$ cat config.mk
export PLATFORM = sky130hd
export DESIGN_NAME = bounded_integer_set_table_top
export DESIGN_NICKNAME = d
export VERILOG_FILES = /design/src/bist_pkg.sv /design/src/bounded_integer_set_table_top.sv /design/src/bist_dp.sv /design/src/bist_ctrl.sv
export SDC_FILE = /design/constraint.sdc
export NUM_CORES = 1
export LEC_CHECK = 0
export BUFFER_PORTS_ARGS = -buffer_cell sky130_fd_sc_hd__buf_2
export CAP_MARGIN = 20
export CORE_MARGIN = 1.5
export CORE_UTILIZATION = 50
export DETAILED_ROUTE_END_ITERATION = 16
export GPL_TIMING_DRIVEN = 0
export HOLD_SLACK_MARGIN = 0.15
export PLACE_DENSITY = 0.66
export REMOVE_ABC_BUFFERS = 1
export SYNTH_ARGS = -nofsm -noshare
export SYNTH_HDL_FRONTEND = slang
export SYNTH_SLANG_ARGS = --single-unit
$ cat constraint.sdc
create_clock -name clk -period 7.7 [get_ports clk]
set_clock_uncertainty 0.2 [all_clocks]
set_input_delay 0.77 -clock clk [delete_from_list [all_inputs] [get_ports clk]]
set_output_delay 0.77 -clock clk [all_outputs]
set_load 0.02 [all_outputs]
$ cat src/bist_pkg.sv
// Shared types and constants for the bounded integer set table.
`default_nettype none
package bist_pkg;

	localparam int CAPACITY = 16;
	localparam int IDX_W    = $clog2(CAPACITY);
	localparam int VAL_W    = 32;
	localparam int POS_W    = 4;
	localparam int CNT_W    = 5;

	typedef enum logic [1:0] {
		OP_INSERT = 2'd0,
		OP_LOOKUP = 2'd1,
		OP_REMOVE = 2'd2
	} op_t;

	typedef enum logic [1:0] {
		POS_ZERO = 2'd0,
		POS_HIT  = 2'd1,
		POS_TAIL = 2'd2
	} pos_sel_t;

	typedef struct packed {
		logic     load;
		logic     exec;
		logic     append;
		logic     delete;
		logic     success;
		logic     full;
		pos_sel_t pos_sel;
	} cmd_t;

	typedef struct packed {
		op_t  op;
		logic hit;
		logic full;
	} status_t;

endpackage
`default_nettype wire

$ cat src/bounded_integer_set_table_top.sv
// Top level of the bounded integer set table: controller plus datapath.
//
//  channel  | handshake      | payload
//  ---------+----------------+--------------------------------------------------
//  request  | start / busy   | operation, value
//  result   | done (strobe)  | success, position, element_count, table_full
//
// A request is taken when start is high and busy is low; busy then stays high
// for one execute cycle, in which all sixteen entries are compared in parallel
// and the append or the compacting shift is applied. The result is shown with
// done for one cycle right after, so each transaction takes two cycles and a
// new request may be taken in the cycle that carries done. The receiver cannot
// stall. Reset empties the set; entry contents need no clearing.
`default_nettype none
module bounded_integer_set_table_top (
	input  wire logic                       clk,
	input  wire logic                       arst_n,
	input  wire logic                       start,
	output logic                            busy,
	input  wire logic [1:0]                 operation,
	input  wire logic [bist_pkg::VAL_W-1:0] value,
	output logic                            done,
	output logic                            success,
	output logic [bist_pkg::POS_W-1:0]      position,
	output logic [bist_pkg::CNT_W-1:0]      element_count,
	output logic                            table_full
);
	import bist_pkg::*;

	cmd_t    cmd;
	status_t status;

	bist_ctrl u_ctrl (
		.clk    (clk),
		.arst_n (arst_n),
		.start  (start),
		.busy   (busy),
		.done   (done),
		.status (status),
		.cmd    (cmd)
	);

	bist_dp u_dp (
		.clk           (clk),
		.arst_n        (arst_n),
		.cmd           (cmd),
		.status        (status),
		.operation     (operation),
		.value         (value),
		.success       (success),
		.position      (position),
		.element_count (element_count),
		.table_full    (table_full)
	);

endmodule
`default_nettype wire

$ cat src/bist_dp.sv
// Datapath: request registers, entry table, parallel match and result registers.
`default_nettype none
module bist_dp (
	input  wire logic                    clk,
	input  wire logic                    arst_n,
	input  wire bist_pkg::cmd_t          cmd,
	output bist_pkg::status_t            status,
	input  wire logic [1:0]              operation,
	input  wire logic [bist_pkg::VAL_W-1:0] value,
	output logic                         success,
	output logic [bist_pkg::POS_W-1:0]   position,
	output logic [bist_pkg::CNT_W-1:0]   element_count,
	output logic                         table_full
);
	import bist_pkg::*;

	op_t              op_q;
	logic [VAL_W-1:0] value_q;
	logic [VAL_W-1:0] entries_q [CAPACITY];
	logic [CNT_W-1:0] count_q;
	logic [CAPACITY-1:0] match;
	logic             hit;
	logic [IDX_W-1:0] hit_idx;
	logic [CNT_W-1:0] next_count;
	logic [POS_W-1:0] pos_next;
	logic             success_q;
	logic [POS_W-1:0] position_q;
	logic [CNT_W-1:0] element_count_q;
	logic             table_full_q;

	// Every stored entry is compared against the request in parallel.
	always_comb begin
		for (int k = 0; k < CAPACITY; k++) begin
			match[k] = (CNT_W'(k) < count_q) && (entries_q[k] == value_q);
		end
	end

	// The lowest matching index wins; the set holds no duplicates anyway.
	always_comb begin
		hit_idx = '0;
		for (int k = CAPACITY - 1; k >= 0; k--) begin
			if (match[k]) begin
				hit_idx = IDX_W'(k);
			end
		end
	end

	assign hit = |match;

	assign status.op   = op_q;
	assign status.hit  = hit;
	assign status.full = (count_q == CNT_W'(CAPACITY));

	always_comb begin
		next_count = count_q;
		if (cmd.append) begin
			next_count = count_q + CNT_W'(1);
		end else if (cmd.delete) begin
			next_count = count_q - CNT_W'(1);
		end
	end

	always_comb begin
		case (cmd.pos_sel)
			POS_HIT:  pos_next = POS_W'(hit_idx);
			POS_TAIL: pos_next = POS_W'(count_q[IDX_W-1:0]);
			default:  pos_next = '0;
		endcase
	end

	always_ff @(posedge clk or negedge arst_n) begin
		if (!arst_n) begin
			count_q <= '0;
		end else if (cmd.exec) begin
			count_q <= next_count;
		end
	end

	always_ff @(posedge clk) begin
		if (cmd.load) begin
			op_q    <= op_t'(operation);
			value_q <= value;
		end
		if (cmd.append) begin
			entries_q[count_q[IDX_W-1:0]] <= value_q;
		end
		// Removal closes the gap: every entry above the match moves down one.
		if (cmd.delete) begin
			for (int k = 0; k < CAPACITY - 1; k++) begin
				if (IDX_W'(k) >= hit_idx) begin
					entries_q[k] <= entries_q[k + 1];
				end
			end
		end
		if (cmd.exec) begin
			success_q       <= cmd.success;
			table_full_q    <= cmd.full;
			position_q      <= pos_next;
			element_count_q <= next_count;
		end
	end

	assign success       = success_q;
	assign position      = position_q;
	assign element_count = element_count_q;
	assign table_full    = table_full_q;

`ifndef SYNTHESIS
	a_count_bound: assert property (@(posedge clk) disable iff (!arst_n)
		count_q <= CNT_W'(CAPACITY))
		else $error("stored count exceeds capacity");
	a_append_room: assert property (@(posedge clk) disable iff (!arst_n)
		cmd.append |-> (count_q < CNT_W'(CAPACITY)) && !hit)
		else $error("append into a full table or of a present value");
	a_delete_hit: assert property (@(posedge clk) disable iff (!arst_n)
		cmd.delete |-> hit && (count_q != '0))
		else $error("delete without a matching entry");
`endif

endmodule
`default_nettype wire

$ cat src/bist_ctrl.sv
// Controller: request sequencing and outcome decode for each transaction.
`default_nettype none
module bist_ctrl (
	input  wire logic               clk,
	input  wire logic               arst_n,
	input  wire logic               start,
	output logic                    busy,
	output logic                    done,
	input  wire bist_pkg::status_t  status,
	output bist_pkg::cmd_t          cmd
);
	import bist_pkg::*;

	typedef enum logic {
		ST_IDLE,
		ST_EXEC
	} state_t;

	state_t state_q;
	logic   busy_q;
	logic   done_q;

	always_ff @(posedge clk or negedge arst_n) begin
		if (!arst_n) begin
			state_q <= ST_IDLE;
			busy_q  <= 1'b0;
			done_q  <= 1'b0;
		end else begin
			done_q <= 1'b0;
			case (state_q)
				ST_IDLE: begin
					if (start) begin
						state_q <= ST_EXEC;
						busy_q  <= 1'b1;
					end
				end
				ST_EXEC: begin
					state_q <= ST_IDLE;
					busy_q  <= 1'b0;
					done_q  <= 1'b1;
				end
				default: begin
					state_q <= ST_IDLE;
					busy_q  <= 1'b0;
				end
			endcase
		end
	end

	// Outcome decode; a duplicate insert is checked before the full test.
	always_comb begin
		cmd         = '0;
		cmd.pos_sel = POS_ZERO;
		cmd.load    = (state_q == ST_IDLE) && start;
		if (state_q == ST_EXEC) begin
			cmd.exec = 1'b1;
			case (status.op)
				OP_INSERT: begin
					if (status.hit) begin
						cmd.pos_sel = POS_HIT;
					end else if (status.full) begin
						cmd.full = 1'b1;
					end else begin
						cmd.append  = 1'b1;
						cmd.success = 1'b1;
						cmd.pos_sel = POS_TAIL;
					end
				end
				OP_LOOKUP: begin
					if (status.hit) begin
						cmd.success = 1'b1;
						cmd.pos_sel = POS_HIT;
					end
				end
				OP_REMOVE: begin
					if (status.hit) begin
						cmd.delete  = 1'b1;
						cmd.success = 1'b1;
						cmd.pos_sel = POS_HIT;
					end
				end
				default: begin
					cmd.pos_sel = POS_ZERO;
				end
			endcase
		end
	end

	assign busy = busy_q;
	assign done = done_q;

`ifndef SYNTHESIS
	a_accept_busy: assert property (@(posedge clk) disable iff (!arst_n)
		start && !busy_q |=> busy_q)
		else $error("accepted transaction did not raise busy");
	a_busy_done: assert property (@(posedge clk) disable iff (!arst_n)
		busy_q |=> done_q && !busy_q)
		else $error("transaction did not finish in one execute cycle");
	a_single_action: assert property (@(posedge clk) disable iff (!arst_n)
		!(cmd.append && cmd.delete) && !(cmd.full && cmd.success))
		else $error("conflicting actions decoded");
`endif

endmodule
`default_nettype wire

==> flow_metrics.py <==
metrics = {
    "status": {
        "status": "complete, no violations",
    },
    "timing": {
        "slew_violations": 0,
        "finalHoldViolCount": 0,
        "fmax_mhz": 150,
        "slew_headroom": 0.222,
        "worst_pin_slew_ns": 1.16,
        "fin_crit_ns": 6.66,
        "setup_tns_ns": 0,
        "setup_viol": 0,
        "finalCritPeriodShare": 0.864,
        "rsz0062_at_grt": "no",
    },
    "routing": {
        "drt_iter0_drc": 2378,
        "vias_per_cell": 6.40,
        "firstDrtPassIters": 5,
        "antenna_left": 0,
        "vias": 23000,
        "wire_per_inst_um": 29.0,
        "routed_wl_um": 104000,
        "drc_errors": 0,
    },
    "die": {
        "dieWidth_um": 258,
        "initial_core_util": 0.506,
        "core_area_mm2": 0.0643,
        "row_count": 93,
        "die_h_um": 258,
        "die_area_mm2": 0.0666,
        "ios": 50,
    },
    "clock_network": {
        "cts-root-buf": "clkbuf_16",
        "cts_tree": "yes",
        "clk_pin_slew_ns": 0.06,
        "h-tree-depth": 2,
        "numCtsBuffers": 60,
        "clock_sinks": 565,
        "clockBufferDepth": 3,
        "post_cts_buffers": 0,
        "insertion_delay_ns": 0.66,
    },
    "logic_synthesis": {
        "synth_ff_type": "edfxtp_1",
        "ys_seq_elements": 565,
        "avgSynthCellArea_um2": 12.3,
        "synth_top_area_share": 0.514,
        "ys.warnings.count": 0,
        "synthDistinctLibCells": 68,
        "yosys.area.top_type": "edfxtp_1",
        "synth-async-reset-ratio": 0.0142,
        "synth_cells": 2648,
        "synth-edff-count": 557,
        "ys_top_cells_by_area": "edfxtp_1 51%, mux2_2 13%, xor2_1 9.7%, xnor2_1 4.4%, nor4_1 3.0%",
        "ys_seq_area_frac": 0.520,
        "netlist_area_mm2": 0.0326,
    },
    "setup_path": {
        "reg2reg_setup_slack_ns": 1.04,
        "critPathLaunchType": "register",
        "rr_startpoint": "u_dp.count_q[4]",
        "r2r_cells": 11,
        "worstSetupPathType": "reg -> reg",
        "rr_endpoint": "u_dp.entries_q[3][27]",
        "crit_end": "u_dp.entries_q[3][27]",
        "worst-path-max-fanout": 32,
        "cp.arrival_ns": 6.72,
        "critPathCaptureType": "register",
        "worst-endpoint-required_ns": 7.77,
        "cp-startpoint": "u_dp.count_q[4]",
    },
    "global_routing": {
        "grt_pass1_wl_um": 152000,
        "grt_pass1_vias": 22800,
        "antenna_found_initial": 2,
        "grt_max_degree": 101,
        "grt-ovfl-total": 0,
        "grt_usage": 0.309,
    },
    "layout": {
        "finalNetCount": 2741,
        "drive_above_1_share": 0.233,
        "fin_cells": 3599,
        "diodes": 0,
        "nFillCells": 5010,
        "areaGrowthSynthToFinish_pct": 16.1,
        "final_area_mm2": 0.0378,
        "final_util": 0.587,
        "register_area_mm2": 0.0169,
        "multi_input_area_mm2": 0.0149,
    },
    "worst_hold_path": {
        "hold_class": "reg -> reg",
    },
    "placement": {
        "dp_hpwl_um": 78400,
        "gp_congestion": 1.03,
        "place_area_mm2": 0.0354,
        "dp_cells": 3449,
        "numPortBuffers": 49,
    },
    "power_and_ir_drop": {
        "powerDensity_mw_per_mm2": 196,
        "peakVddDrop_mv": 0.188,
        "leakagePower_nw": 12.7,
    },
    "flow_run": {
        "max_cap_violations": 0,
    },
}
worst min-delay path by stage:
stage	from	end	slack [ns]	cells past startpoint
2_1_floorplan	arst_n	u_ctrl.busy	0.27	0
3_3_place_gp	u_ctrl.busy	u_ctrl.busy	0.27	2
3_5_place_dp	u_ctrl.busy	u_ctrl.busy	0.29	2
4_1_cts	arst_n	u_ctrl.state_q	0.29	2
5_1_grt	arst_n	u_dp.count_q[2]	0.35	2
6_report	u_ctrl.busy	u_ctrl.busy	0.30	2
cells by family (layout without fill, tap and decap cells):
group	after synthesis	after routing	synth area share
DFF	565	565	0.520
adders and majority gates	10	10	0.00384
xor gates and xnor gates	522	522	0.140
buffers and inverters	204	300	0.0301
muxes	385	385	0.133
and+or+nand+nor	767	767	0.128
AOI/OAI and AO/OA	195	195	0.0442
sequential cells by signal, summed over array words and instances (netlist names), 2 cells and up:
register,flops
u_dp.element_count,5
u_dp.op_q,2
u_dp.count_q,5
u_dp.value_q,32
u_dp.entries_q,512
u_dp.position,4
metal layers:
metal,part of all wire,vias to the layer above,GRT usage
met4,0.070,4,0.187
met1,0.38,11400,0.386
li1,-,10000,-
met2,0.48,1257,0.514
met5,0.00025,-,0
met3,0.070,330,0.0406
cell type report:
type	count	share of cell area
Timing Repair Buffer	179	0.0779
Sequential cell	565	0.448
Inverter	9	0.000894
Multi-Input combinational cell	1879	0.393
Clock inverter	43	0.0109
Tap cell	855	0.0283
Clock buffer	69	0.0406
where the power goes:
group	switching [mW]	total, mW	internal (mW)
Clock	1.29	2.92	1.63
Combinational	0.536	0.911	0.375
Sequential	0.134	3.59	3.46
Total	1.96	7.42	5.46
worst max-delay path, stage by stage, from the launching register on:
cell	delay, ns
dfrtp_1	0.73
nor2_1	0.55
buf_6	0.26
nand3_1	0.21
nand3_1	0.18
nor3_1	0.15
nor4_1	0.75
nand4_1	0.70
nor3_2	0.69
nand2_1	0.34
nor3_1	0.66
a21bo_2	0.83
layout by cell type, fill, tap and decap left out, types with 49 or more instances in the layout:
cell,Yosys,routed
a31oi_1,68,67
buf_16,0,69
buf_2,75,49
clkbuf_16,0,60
edfxtp_1,557,557
mux2_2,369,369
nand2_1,249,247
nand4_1,86,86
nor2_1,52,52
nor4_1,158,158
xnor2_1,163,163
xor2_1,359,359
repair_timing:
action | in CTS | in global routing
hold buffers | 36 | 0
hold endpoints to repair | 43 | 0
resized for setup | 0 | 0
cells in the mapped netlist, types with 32 or more instances:
cell type,count
nand4_1,86
xnor2_1,163
xor2_1,359
a2bb2oi_1,32
nor2b_1,39
a31oi_1,68
mux2_2,369
nand2_1,249
nor4_1,158
nor3_1,43
a21o_1,36
edfxtp_1,557
buf_2,75
clkbuf_1,81
nor4bb_1,32
nor2_1,52
nand3_1,34
through the flow:
step / setup slack [ns] / power (mW) / hold WS (ns)
finish: 1.04 / 7.42 / 0.300
floorplan: 0.647 / 4.07 / 0.274
detailed placement: 0.962 / 4.52 / 0.293
global route: 0.821 / 7.60 / 0.355
global placement: -3.25 / 4.39 / 0.271
CTS: 0.966 / 7.41 / 0.286
No activity file was read; power rests on OpenSTA's default activity.
